File: src/nmf_pkg.sv
// Shared types and constants for the 3x3 neighbour-mean filter.
// Used by every module of the block but nmf_line_ram; depends on nothing.

package nmf_pkg;

	// Pixel and channel geometry
	localparam int ChanW = 8;
	localparam int NumChan = 3;
	localparam int PixW = ChanW * NumChan;

	// Configuration registers
	localparam int CfgW = 16;
	localparam int FrameWidthW = 11;
	localparam int FrameHeightW = 16;
	localparam logic [FrameWidthW-1:0] WidthReset = 11'd640;
	localparam logic [FrameHeightW-1:0] HeightReset = 16'd480;
	localparam int MinDim = 3;

	// Line store depth default
	localparam int DefMaxWidth = 1024;

	// Register indexes on the configuration port
	typedef enum logic {
		REG_FRAME_WIDTH  = 1'b0,
		REG_FRAME_HEIGHT = 1'b1
	} reg_idx_t;

	// Item kinds carried in tuser
	typedef enum logic {
		ACT_PIXEL = 1'b0,
		ACT_DRAIN = 1'b1
	} action_t;

	typedef logic [PixW-1:0] pixel_t;

	// Per-item control decided when the item is taken in
	typedef struct packed {
		logic is_pixel;  // pixel item (else drain)
		logic emit;      // item produces a result
		logic interior;  // result is the neighbour mean
		logic last;      // result closes the frame
		logic col_zero;  // pixel sits in column zero
		logic sel_mid;   // drain reads the middle line (else upper)
	} item_ctl_t;

endpackage

File: src/nmf_window.sv
// 3x3 window columns and the neighbour-mean / pass-through result select.
// Depends on nmf_pkg.

module nmf_window (
	input  logic            clk,
	input  logic            arst_n,
	input  logic            shift,
	input  nmf_pkg::pixel_t up_px,
	input  nmf_pkg::pixel_t mid_px,
	input  nmf_pkg::pixel_t in_px,
	input  nmf_pkg::pixel_t edge_px,
	input  logic            interior,
	input  logic            col_zero,
	output nmf_pkg::pixel_t value
);

	import nmf_pkg::*;

	localparam int SumW = ChanW + 3;

	// Two older window columns; the newest column is read straight from the inputs
	pixel_t col1_q [3];
	pixel_t col2_q [3];
	pixel_t mean;
	logic [SumW-1:0] sum;

	always_ff @(posedge clk or negedge arst_n) begin
		if (!arst_n) begin
			for (int r = 0; r < 3; r++) begin
				col1_q[r] <= '0;
				col2_q[r] <= '0;
			end
		end else if (shift) begin
			col1_q    <= col2_q;
			col2_q[0] <= up_px;
			col2_q[1] <= mid_px;
			col2_q[2] <= in_px;
		end
	end

	// Sum of the eight neighbours of the shifted window, per channel, then /8
	always_comb begin
		mean = '0;
		for (int k = 0; k < NumChan; k++) begin
			sum = SumW'(col1_q[0][k*ChanW +: ChanW]) + SumW'(col2_q[0][k*ChanW +: ChanW]) +
				SumW'(up_px[k*ChanW +: ChanW]) + SumW'(col1_q[1][k*ChanW +: ChanW]) +
				SumW'(mid_px[k*ChanW +: ChanW]) + SumW'(col1_q[2][k*ChanW +: ChanW]) +
				SumW'(col2_q[2][k*ChanW +: ChanW]) + SumW'(in_px[k*ChanW +: ChanW]);
			mean[k*ChanW +: ChanW] = sum[SumW-1:3];
		end
	end

	// Border pixels pass through; in column zero the centre is the right edge pixel
	always_comb begin
		if (interior) begin
			value = mean;
		end else if (col_zero) begin
			value = edge_px;
		end else begin
			value = col2_q[1];
		end
	end

endmodule

File: config.mk
export PLATFORM = sky130hd
export DESIGN_NAME = nmf_window
export DESIGN_NICKNAME = d
export VERILOG_FILES = /design/src/nmf_pkg.sv /design/src/nmf_window.sv
export SDC_FILE = /design/constraint.sdc
export NUM_CORES = 1
export LEC_CHECK = 0
export BUFFER_PORTS_ARGS = -buffer_cell sky130_fd_sc_hd__buf_4
export CAP_MARGIN = 20
export CORE_MARGIN = 3
export CORE_UTILIZATION = 40
export CTS_BUF_LIST = sky130_fd_sc_hd__clkbuf_4 sky130_fd_sc_hd__clkbuf_8 sky130_fd_sc_hd__clkbuf_16
export DETAILED_ROUTE_END_ITERATION = 10
export SLEW_MARGIN = 5
export SYNTH_ARGS = -nofsm -noshare
export SYNTH_HDL_FRONTEND = slang
export SYNTH_SLANG_ARGS = --single-unit
File: constraint.sdc
create_clock -name clk -period 5.7 [get_ports clk]
set_input_delay 0.57 -clock clk [delete_from_list [all_inputs] [get_ports clk]]
set_output_delay 0.57 -clock clk [all_outputs]
set_load 0.005 [all_outputs]
==> summary by stage <==
Synthesis
sky130_fd_sc_hd__dfrtp_1 takes more of the synthesized area than any other cell. The share of the yosys chip area belonging to registers is 34.4%. After synthesis, the largest area contributor takes up 34.4% of total cell area.

By area the synthesized netlist is led by sky130_fd_sc_hd__dfrtp_1, sky130_fd_sc_hd__fa_1, sky130_fd_sc_hd__inv_1. The synthesized design contains 0 enable-type register cells. The number of distinct standard cells referenced by the synthesized netlist is 38.

The Yosys step of the flow raised 0 warnings. Averaged over all synthesized cells, the footprint is 10.2 um^2. Counting flops with an async set or reset pin after synthesis yields a share of 100%. Counting flops and latches in the post-synthesis netlist gives 144.

The flip-flop cell with the highest count after synthesis is sky130_fd_sc_hd__dfrtp_1. Synthesis produced a netlist with a net count of 1298. The post-synth design cell area is 0.0105 mm^2. After technology mapping, the gate count stands at 1029. The dominant cell by count in the synthesized netlist is sky130_fd_sc_hd__inv_1. In the synthesized netlist, the cells that appear most often are sky130_fd_sc_hd__inv_1, sky130_fd_sc_hd__dfrtp_1, sky130_fd_sc_hd__fa_1.

Global routing
The number of global-route vias before repair came to 7244. The pin count of the biggest net entering global routing is 122. The overall global routing resource usage is 16.1%. The global-route wire length before repair is 36400 um.

The total grt overflow is 0. The initial antenna violation count was 0.

Route
The number of nets still failing antenna checks after routing is 0. The DRC violation count after routing is 0. In the routed layout, each cell is associated on average with a via count of 4.66. The first TritonRoute pass finished after 5 iterations. The number of DRC markers after the initial detailed-route iteration is 267. In the final routed layout, each cell accounts on average for 14.4 um.

The total number of vias is 6905. The sum of routed wire length over all layers is 21300 um.

Finish
The multi-input gate area in the final layout is 0.00566 mm^2. The layout has 2406 filler cells. For this run, the post-layout net count is 1410. Across the whole layout, storage elements account for 0.00360 mm^2. From synthesis to final layout, the design area changed by 17.7%. The antenna diode count is 0. In the final layout, the share of cells above drive strength 1 is 20.3%.

STA
The post-route clock period utilization is 93.4%. Setup repair after global routing left no endpoint under its margin. The final hold violation count is 0. The smallest clock period supported by the final layout is computed as 5.32 ns. The transition time at the pin with the least slew margin is 0.856 ns. The accumulated negative setup slack is 0 ns.

The headroom to the max-slew limit is 42.9%. The count of endpoints failing setup in the final report is 0. The peak clock frequency supported by timing is 0.188 GHz. The worst-case clock skew is 0.00760 ns. The count of final max-slew check failures came to 0.

Status
The run finished with clean final reports.

Pwr
The part of the power in registers is 16.8%. The switching share of power is 44.1%. Overall power consumption after layout is estimated at 7130 uW. The analysis attributes to net switching a power of 3150 uW. The internal power of the cells totals 3980 uW. Power spread over the standard cell area amounts to 578 mW/mm^2.

The clock network accounts for 16.8% of the total power. The static leakage is 0.00621 uW. The combinational cell fraction of total power is 66.4%. The worst-case IR drop observed on VDD is 0.000337 V.

Die
During I/O placement, the number of pins put on the boundary was 125. The floorplan step defined a die boundary enclosing 0.0282 mm^2. For this configuration, the core starts out at a cell density of 41.2%. The placeable core area is 0.0255 mm^2.

The floorplan step set the die width to 168 um. The die is 168 um tall. The count of standard-cell rows is 58.

CTS
Post-CTS timing repair inserted 0 buffers for setup. Buffers inserted to repair hold after CTS numbered 0. TritonCTS built the clock tree. The number of gates resized after CTS is 0. CTS placed an instance of sky130_fd_sc_hd__clkbuf_16 at the clock tree root. The clock transition at the registers of the reported paths is 0.06 ns. The number of clock sinks seen by CTS is 144. The H-tree generated during clock tree synthesis spans 4 levels. The number of buffers added by the clock tree synthesis step is 17. No sink is reached through more buffers than the 2 on the longest clock path. The insertion delay of the later-clocked pin in the worst-skew pair is 0.41 ns.

Worst setup path
The worst setup path is captured at a primary output. The data required time of the worst path is 5.13 ns. The data arrival time of the worst path is 4.75 ns. The worst setup path is launched from a flip-flop. The critical path is of the reg2out type. The maximum net fanout on the critical path is 3.

Hold path
The min-delay analysis places its worst path in the category in2async.

Placed design
Routability-driven placement finished with a final weighted congestion of 0.770. Once detailed placement completed, the half-perimeter wirelength came to 16500 um. The count of buffers from port buffering is 124.

Run
The number of maximum-capacitance constraint violations is 0.
[routing by layer]
layer	wire length (um)	vias to the layer above	global-route usage (%)
met2	10200	102	25.5
met4	208	0	3.52
li1	-	3357	-
met5	0	-	0
met1	10200	3431	23.1
met3	773	15	3.12
[power groups by stage]
stage | Clock (uW) | Sequential [uW] | Combinational [uW]
after floorplan | 0 | 1200 | 3290
after global placement | 0 | 1210 | 4700
after detailed placement | 0 | 1210 | 4780
after CTS | 1240 | 1200 | 4800
after global routing | 1280 | 1210 | 5380
final | 1200 | 1190 | 4730
[flip-flops by register name (all words and copies together) (netlist names)]
signal  flops
col2_q     72
col1_q     72
[kinds of logic after synthesis]
logic type,after synthesis,share of synthesized area (%)
compound gates,161,8.94
xor+xnor,9,0.752
fa+ha+maj,168,29.9
buf+inv,320,11.6
flops,144,34.4
mux,75,7.94
simple gates,152,6.41
[critical path, stage by stage, from the launching register on]
cell and delay (ns):
sky130_fd_sc_hd__dfrtp_1 0.33, sky130_fd_sc_hd__inv_1 0.07, sky130_fd_sc_hd__fa_1 0.53, sky130_fd_sc_hd__inv_1 0.06, sky130_fd_sc_hd__fa_1 0.55, sky130_fd_sc_hd__fa_1 0.43, sky130_fd_sc_hd__fa_1 0.46, sky130_fd_sc_hd__nor2b_1 0.16
sky130_fd_sc_hd__fa_1 0.46, sky130_fd_sc_hd__a21oi_1 0.41, sky130_fd_sc_hd__o21ai_2 0.14, sky130_fd_sc_hd__a2111oi_0 0.43, sky130_fd_sc_hd__nor3_1 0.14, sky130_fd_sc_hd__buf_4 0.16
[worst paths after layout]
kind / start / to / slack (ns) / depth (start not counted)
max: col1_q[10] / value[13] / 0.38 / 13
min reg2reg: col2_q[20] / col1_q[20] / 0.48 / 2
max in group asynchronous: arst_n / col2_q[56] / 4.18 / 2
min: arst_n / col2_q[63] / 0.21 / 1
max reg2reg: col2_q[34] / col2_q[34] / 4.86 / 1
min in group clk: up_px[18] / col2_q[66] / 0.37 / 3
[cell usage in the layout, fill, tap and decap left out, types with 4 or more instances in the layout]
cell type / n
sky130_fd_sc_hd__inv_1: 286
sky130_fd_sc_hd__o21ai_2: 7
sky130_fd_sc_hd__a21oi_1: 23
sky130_fd_sc_hd__nand2_1: 106
sky130_fd_sc_hd__o21ai_0: 99
sky130_fd_sc_hd__bufinv_16: 4
sky130_fd_sc_hd__nor2_1: 6
sky130_fd_sc_hd__nand3b_1: 4
sky130_fd_sc_hd__fa_1: 138
sky130_fd_sc_hd__buf_4: 125
sky130_fd_sc_hd__clkbuf_16: 17
sky130_fd_sc_hd__mux2_2: 65
sky130_fd_sc_hd__mux2i_1: 10
sky130_fd_sc_hd__nor3_1: 5
sky130_fd_sc_hd__a31oi_1: 4
sky130_fd_sc_hd__o22ai_1: 4
sky130_fd_sc_hd__dfrtp_1: 144
sky130_fd_sc_hd__and2_1: 7
sky130_fd_sc_hd__nor2b_1: 8
sky130_fd_sc_hd__a211oi_1: 6
sky130_fd_sc_hd__xnor2_1: 6
sky130_fd_sc_hd__ha_1: 30
sky130_fd_sc_hd__nand3_1: 7
[metrics by stage]
step	cells	instance area, um^2	setup WS (ns)	hold slack [ns]	util, %
5_1_grt	1483	12300	0.0810	0.261	48.4
6_report	1483	12300	0.377	0.214	48.4
2_1_floorplan	1029	10500	1.19	0.274	-
4_1_cts	1483	12300	0.320	0.224	48.4
3_3_place_gp	1452	11700	0.558	0.454	46.0
3_5_place_dp	1452	11700	0.527	0.470	46.0
[final cells by class]
| class | count | area share, % |
|---|---|---|
| clock buffers | 19 | 3.62 |
| clock inverters | 12 | 1.48 |
| inverters | 286 | 8.70 |
| multi-input cells | 565 | 45.9 |
| flip-flops and latches | 144 | 29.2 |
| well taps | 330 | 3.35 |
| repair buffers | 127 | 7.79 |
(Power assumes the default switching activity.)
