<file path="config.mk">
export PLATFORM = sky130hd
export DESIGN_NAME = nmf_ctrl
export DESIGN_NICKNAME = d
export VERILOG_FILES = /design/src/nmf_pkg.sv /design/src/nmf_ctrl.sv
export SDC_FILE = /design/constraint.sdc
export NUM_CORES = 1
export LEC_CHECK = 0
export BUFFER_PORTS_ARGS = -buffer_cell sky130_fd_sc_hd__buf_2
export CORE_AREA = 2 2 110 112
export CTS_CLUSTER_DIAMETER = 200
export DETAILED_ROUTE_END_ITERATION = 6
export DIE_AREA = 0 0 112 114
export MAX_ROUTING_LAYER = met4
export PLACE_DENSITY_LB_ADDON = 0.15
export SLEW_MARGIN = 5
export SYNTH_ARGS = -nofsm -noshare
export SYNTH_HDL_FRONTEND = slang
export SYNTH_SLANG_ARGS = --single-unit
export TNS_END_PERCENT = 100
</file>
<file path="constraint.sdc">
create_clock -name clk -period 13.6 [get_ports clk]
set_input_delay 0.68 -clock clk [delete_from_list [all_inputs] [get_ports clk]]
set_output_delay 0.68 -clock clk [all_outputs]
set_load 0.005 [all_outputs]
</file>
<file path="src/nmf_pkg.sv">
// Shared types and constants for the 3x3 neighbour-mean filter.
// Used by every module of the block but nmf_line_ram; depends on nothing.

package nmf_pkg;

	// Pixel and channel geometry
	localparam int ChanW = 8;
	localparam int NumChan = 3;
	localparam int PixW = ChanW * NumChan;

	// Configuration registers
	localparam int CfgW = 16;
	localparam int FrameWidthW = 11;
	localparam int FrameHeightW = 16;
	localparam logic [FrameWidthW-1:0] WidthReset = 11'd640;
	localparam logic [FrameHeightW-1:0] HeightReset = 16'd480;
	localparam int MinDim = 3;

	// Line store depth default
	localparam int DefMaxWidth = 1024;

	// Register indexes on the configuration port
	typedef enum logic {
		REG_FRAME_WIDTH  = 1'b0,
		REG_FRAME_HEIGHT = 1'b1
	} reg_idx_t;

	// Item kinds carried in tuser
	typedef enum logic {
		ACT_PIXEL = 1'b0,
		ACT_DRAIN = 1'b1
	} action_t;

	typedef logic [PixW-1:0] pixel_t;

	// Per-item control decided when the item is taken in
	typedef struct packed {
		logic is_pixel;  // pixel item (else drain)
		logic emit;      // item produces a result
		logic interior;  // result is the neighbour mean
		logic last;      // result closes the frame
		logic col_zero;  // pixel sits in column zero
		logic sel_mid;   // drain reads the middle line (else upper)
	} item_ctl_t;

endpackage

</file>
<file path="src/nmf_ctrl.sv">
// Raster position tracking for the filter: input and output row/column counters.
// Decides per item what it does; depends on nmf_pkg.

module nmf_ctrl #(
	parameter int MAX_WIDTH = nmf_pkg::DefMaxWidth,
	localparam int ColW = $clog2(MAX_WIDTH),
	localparam int WdW = $clog2(MAX_WIDTH + 1)
) (
	input  logic                                clk,
	input  logic                                arst_n,
	input  logic [nmf_pkg::FrameWidthW-1:0]     frame_width,
	input  logic [nmf_pkg::FrameHeightW-1:0]    frame_height,
	input  logic                                accept,
	input  logic                                drain,
	output nmf_pkg::item_ctl_t                  ctl,
	output logic                                live,
	output logic [ColW-1:0]                     rd_addr,
	output logic [ColW-1:0]                     edge_addr
);

	import nmf_pkg::*;

	localparam int CmpW = (WdW > FrameWidthW) ? WdW : FrameWidthW;
	localparam int RowW = FrameHeightW;

	logic [RowW-1:0] in_row_q, out_row_q;
	logic [ColW-1:0] in_col_q, out_col_q;

	logic [CmpW-1:0] fw_ext;
	logic [WdW-1:0]  w_eff, w_last, in_col_x, out_col_x;
	logic [WdW:0]    out_col_p2;
	logic [RowW-1:0] h_eff, in_row_nx;
	logic [RowW:0]   out_row_p1, out_row_p2;
	logic            in_done, col_wrap, due, out_col_wrap, out_row_last, in_done_nx;
	logic            rewind;
	logic [ColW-1:0] pix_idx, drn_idx;

	// Effective frame size
	always_comb begin
		fw_ext = CmpW'(frame_width);
		if (fw_ext < CmpW'(MinDim)) begin
			w_eff = WdW'(MinDim);
		end else if (fw_ext > CmpW'(MAX_WIDTH)) begin
			w_eff = WdW'(MAX_WIDTH);
		end else begin
			w_eff = WdW'(fw_ext);
		end
	end
	assign h_eff  = (frame_height < RowW'(MinDim)) ? RowW'(MinDim) : frame_height;
	assign w_last = w_eff - WdW'(1);

	// Input side position
	assign in_col_x  = WdW'(in_col_q);
	assign in_done   = in_row_q >= h_eff;
	assign col_wrap  = (in_col_x + WdW'(1)) >= w_eff;
	assign pix_idx   = (in_col_x < w_eff) ? in_col_q : ColW'(w_last);
	assign due       = (in_row_q >= RowW'(2)) || ((in_row_q == RowW'(1)) && (in_col_q != '0));
	assign in_row_nx = col_wrap ? (in_row_q + RowW'(1)) : in_row_q;

	// Output side position
	assign out_col_x    = WdW'(out_col_q);
	assign out_col_p2   = (WdW+1)'(out_col_q) + (WdW+1)'(2);
	assign out_row_p1   = (RowW+1)'(out_row_q) + (RowW+1)'(1);
	assign out_row_p2   = (RowW+1)'(out_row_q) + (RowW+1)'(2);
	assign out_col_wrap = (out_col_x + WdW'(1)) >= w_eff;
	assign out_row_last = out_row_p1 >= (RowW+1)'(h_eff);
	assign drn_idx      = (out_col_x < w_eff) ? out_col_q : ColW'(w_last);

	// Item decisions
	always_comb begin
		ctl.is_pixel = !drain;
		ctl.emit     = drain ? 1'b1 : due;
		ctl.interior = (out_row_q != '0) && (out_row_p2 <= (RowW+1)'(h_eff)) &&
			(out_col_q != '0) && (out_col_p2 <= (WdW+1)'(w_eff));
		ctl.last     = out_col_wrap && out_row_last;
		ctl.col_zero = in_col_q == '0;
		ctl.sel_mid  = out_row_last;
	end
	assign live       = drain ? in_done : !in_done;
	assign in_done_nx = drain ? 1'b1 : (in_row_nx >= h_eff);
	assign rewind     = ctl.emit && ctl.last && in_done_nx;
	assign rd_addr    = drain ? drn_idx : pix_idx;
	assign edge_addr  = ColW'(w_last);

	// Counter updates; a frame close rewinds the input side once it is complete
	always_ff @(posedge clk or negedge arst_n) begin
		if (!arst_n) begin
			in_row_q  <= '0;
			in_col_q  <= '0;
			out_row_q <= '0;
			out_col_q <= '0;
		end else if (accept && live) begin
			if (rewind) begin
				in_row_q <= '0;
				in_col_q <= '0;
			end else if (!drain) begin
				in_col_q <= col_wrap ? '0 : in_col_q + ColW'(1);
				in_row_q <= in_row_nx;
			end
			if (ctl.emit) begin
				if (out_col_wrap) begin
					out_col_q <= '0;
					if (out_row_last) begin
						out_row_q <= '0;
					end else begin
						out_row_q <= out_row_q + RowW'(1);
					end
				end else begin
					out_col_q <= out_col_q + ColW'(1);
				end
			end
		end
	end

	// A frame close leaves the output position at the frame origin
	a_last_rewinds: assert property (@(posedge clk) disable iff (!arst_n)
		accept && live && ctl.emit && ctl.last |=> out_row_q == '0 && out_col_q == '0)
		else $error("output position not rewound after frame end");

	// An early drain moves nothing
	a_early_drain: assert property (@(posedge clk) disable iff (!arst_n)
		accept && drain && !in_done |=> $stable(out_row_q) && $stable(out_col_q))
		else $error("ignored drain moved output position");

	// A pixel after frame input is complete moves nothing
	a_late_pixel: assert property (@(posedge clk) disable iff (!arst_n)
		accept && !drain && in_done |=> $stable(in_row_q) && $stable(in_col_q))
		else $error("dropped pixel moved input position");

endmodule

</file>
==> flow_summary.json <==
{
  "outcome": "completed",
  "grt_max_degree": 53,
  "vias_per_cell": 6.53,
  "worstMarginPinSlew_ns": 0.994,
  "syn_nets": 1008,
  "portBuffers": 57,
  "final_area_sq_um": 7290,
  "num_antenna_cells": 0,
  "fmax_mhz": 158,
  "maxCapViolations": 0,
  "post_cts_buffers": 0,
  "fin_crit_ns": 6.33,
  "initial_core_util": 0.585,
  "use_met2": 0.525,
  "drive_gt1_frac": 0.0916,
  "die_y_um": 114,
  "clk_pin_slew_ns": 0.07,
  "synth_warnings": 0,
  "dp_hpwl_um": 14800,
  "hp-class": "primary input to async pin",
  "endpoint_kind": "flip-flop",
  "use_met1": 0.387,
  "grt_overflow": 0,
  "p_per_area_nw_per_um2": 92.5,
  "routabilityCongestion": 0.976,
  "core_region_area_sq_um": 11700,
  "slew_headroom": 0.335,
  "antenna_left": 0,
  "track_usage": 0.311,
  "grtUsageMet3": 0.0282,
  "cts_root_buffer": "clkbuf_16",
  "cts_max_level": 2,
  "final_common_cell": "ha_1",
  "row_count": 40,
  "arrival_ns": 6.53,
  "post_drt_wl_per_cell_um": 18.8,
  "synth_area_leader_cell": "ha_1",
  "ioPinCount": 58,
  "avgSynthCellArea_sq_um": 8.07,
  "drtIter0Drc": 521,
  "num_vias": 6663,
  "final-hold-violation-count": 0,
  "crit_required_ns": 13.81,
  "fin_crit_sh": 0.465,
  "slowest_delay_ns": 0.64,
  "antenna_found_initial": 0,
  "layout.nets": 1032,
  "grt_pass1_vias": 6371,
  "cts_resized": 0,
  "synth_edf_count": 0,
  "dieArea_sq_um": 12800,
  "finalMaxSlewViolations": 0,
  "cts_hold_buf": 0,
  "setup_viol": 0,
  "drc": 0,
  "place_area_sq_um": 7150,
  "cp-start-kind": "primary input",
  "netlist_area_sq_um": 6850,
  "totalWireLength_um": 19200,
  "netlist_top_cells_area": "ha_1 (23%), dfrtp_1 (19%), nand2_1 (4.7%), xnor2_1 (4.6%), o21ai_0 (4.5%)",
  "first_pass_iters": 5,
  "yosysSeqAreaShare": 0.190,
  "synth_cell_type_count": 62,
  "ys.flop_type": "dfrtp_1",
  "crit_type": "primary input to flip-flop",
  "cp_cell_sequence": "buf_2 -> or4_1 -> nor4_4 -> o21ai_0 -> ha_1 -> a21boi_0 -> o21a_1 -> o2111ai_1 -> o211a_1 -> nor2_1 -> nand4_1 -> xnor2_1 -> ha_1 -> a21oi_1 -> a21boi_0 -> o41ai_1 -> o211ai_1 -> nand2b_1 -> nand2_1 -> o21ai_0 -> o221ai_1",
  "netlist_instances": 849,
  "top_usage_layer": "met2",
  "final_cell_mix": "ha_1 (128), nand2_1 (85), o21ai_0 (62)",
  "cp_max_fo": 14,
  "critPathSlowestCell": "nor2_1",
  "syn2layout_area_growth_pct": 6.32,
  "yosys_register_bits": 52,
  "skew_ns": 0.00732,
  "synth_top_area_frac": 0.234,
  "cts.sinks": 52,
  "grt_pass1_wl_um": 31700,
  "async_flop_share": 1.00,
  "clkLatencyLatePin_ns": 0.30,
  "irDropWorstVdd_mv": 0.0537,
  "rsz0062_at_grt": "no",
  "leakage_nw": 3.57,
  "cts_buffer_depth": 2,
  "dieWidth_um": 112,
  "cts_tree": "done",
  "fin_tns_setup_ns": 0,
  "cts_buffers": 5
}
[metal layers]
| metal | vias to the layer above | wire length, um |
|---|---|---|
| met5 | - | 0 |
| met4 | 0 | 775 |
| met3 | 59 | 1180 |
| met2 | 295 | 9260 |
| met1 | 3154 | 7990 |
| li1 | 3155 | - |
[worst paths after layout]
| check | startpoint | end | slack [ns] | cells after the start |
|---|---|---|---|---|
| worst max-delay path | frame_width[2] | in_col_q[8] | 7.27 | 21 |
| worst min-delay path | arst_n | out_row_q[9] | 0.50 | 2 |
| worst max register to register | in_col_q[0] | in_col_q[8] | 7.89 | 22 |
| worst min register to register | in_row_q[0] | in_row_q[0] | 0.60 | 1 |
| max in group asynchronous | arst_n | in_row_q[9] | 12.63 | 2 |
| min in group clk | in_row_q[0] | in_row_q[0] | 0.60 | 1 |
[flip-flops by register name, summed over array words and instances, names as in the netlist]
signal     count
in_col_q      10
in_row_q      16
out_row_q     16
out_col_q     10
[synth_stat cells, drive strengths merged, types with 2 or more instances]
master  count
o31a        2
nor2       39
nand4      28
a221oi      2
o31ai       3
mux2i      15
nor2b       5
a211o       5
a41oi       3
clkbuf     29
o21ai      66
and2        9
o32ai       2
or3        16
a211oi      6
buf        14
dfrtp      52
a41o        5
nand2b      6
or2         6
ha        128
nor3       18
o22ai       3
and4        3
inv        45
a21boi      2
nand2      85
and3       15
o211ai      5
nor4       13
o41ai       2
nand3      47
a21oi      45
xor2       26
o221ai     11
a21o       26
xnor2      36
o21a       10
nor4b       3
[layout make-up]
class	count	area, sq um
Timing Repair Buffer	60	308
Fill cell	1041	4420
Clock inverter	1	5.00
Sequential cell	52	1300
Tap cell	147	184
Inverter	45	169
Clock buffer	6	129
Multi-Input combinational cell	709	5190
[per-stage QoR]
step                       util  setup slack, ns  instances  total power [W]  hold WS (ns)
after global placement    0.611             7.26       1013         0.000528         0.565
after CTS                 0.622             7.34       1020         0.000670         0.540
after floorplan               -             8.32        849         0.000437         0.384
final                     0.622             7.27       1020         0.000674         0.503
after detailed placement  0.611             7.04       1013         0.000542         0.573
after global routing      0.622             6.69       1020         0.000736         0.572
[cell families after synthesis]
logic type,after synthesis,synth area share
AND/OR/NAND/NOR,296,0.220
AO/OA/AOI/OAI,207,0.201
adder cells (fa/ha/maj),128,0.234
buffers and inverters,88,0.0528
XOR/XNOR,62,0.0792
flip-flops,52,0.190
multiplexers,16,0.0235
[critical path, delay by kind of cell]
| kind | cells | cell delay (ns) |
|---|---|---|
| AO/OA/AOI/OAI | 11 | 2.40 |
| AND/OR/NAND/NOR | 6 | 2.38 |
| adder cells (fa/ha/maj) | 2 | 0.75 |
| XOR/XNOR | 1 | 0.19 |
| buffers and inverters | 1 | 0.13 |
[power breakdown]
part           internal, W  switching [W]
Sequential        0.000173      0.0000476
Clock            0.0000672      0.0000582
Combinational     0.000141       0.000187
No activity file was read; power rests on OpenSTA's default activity.
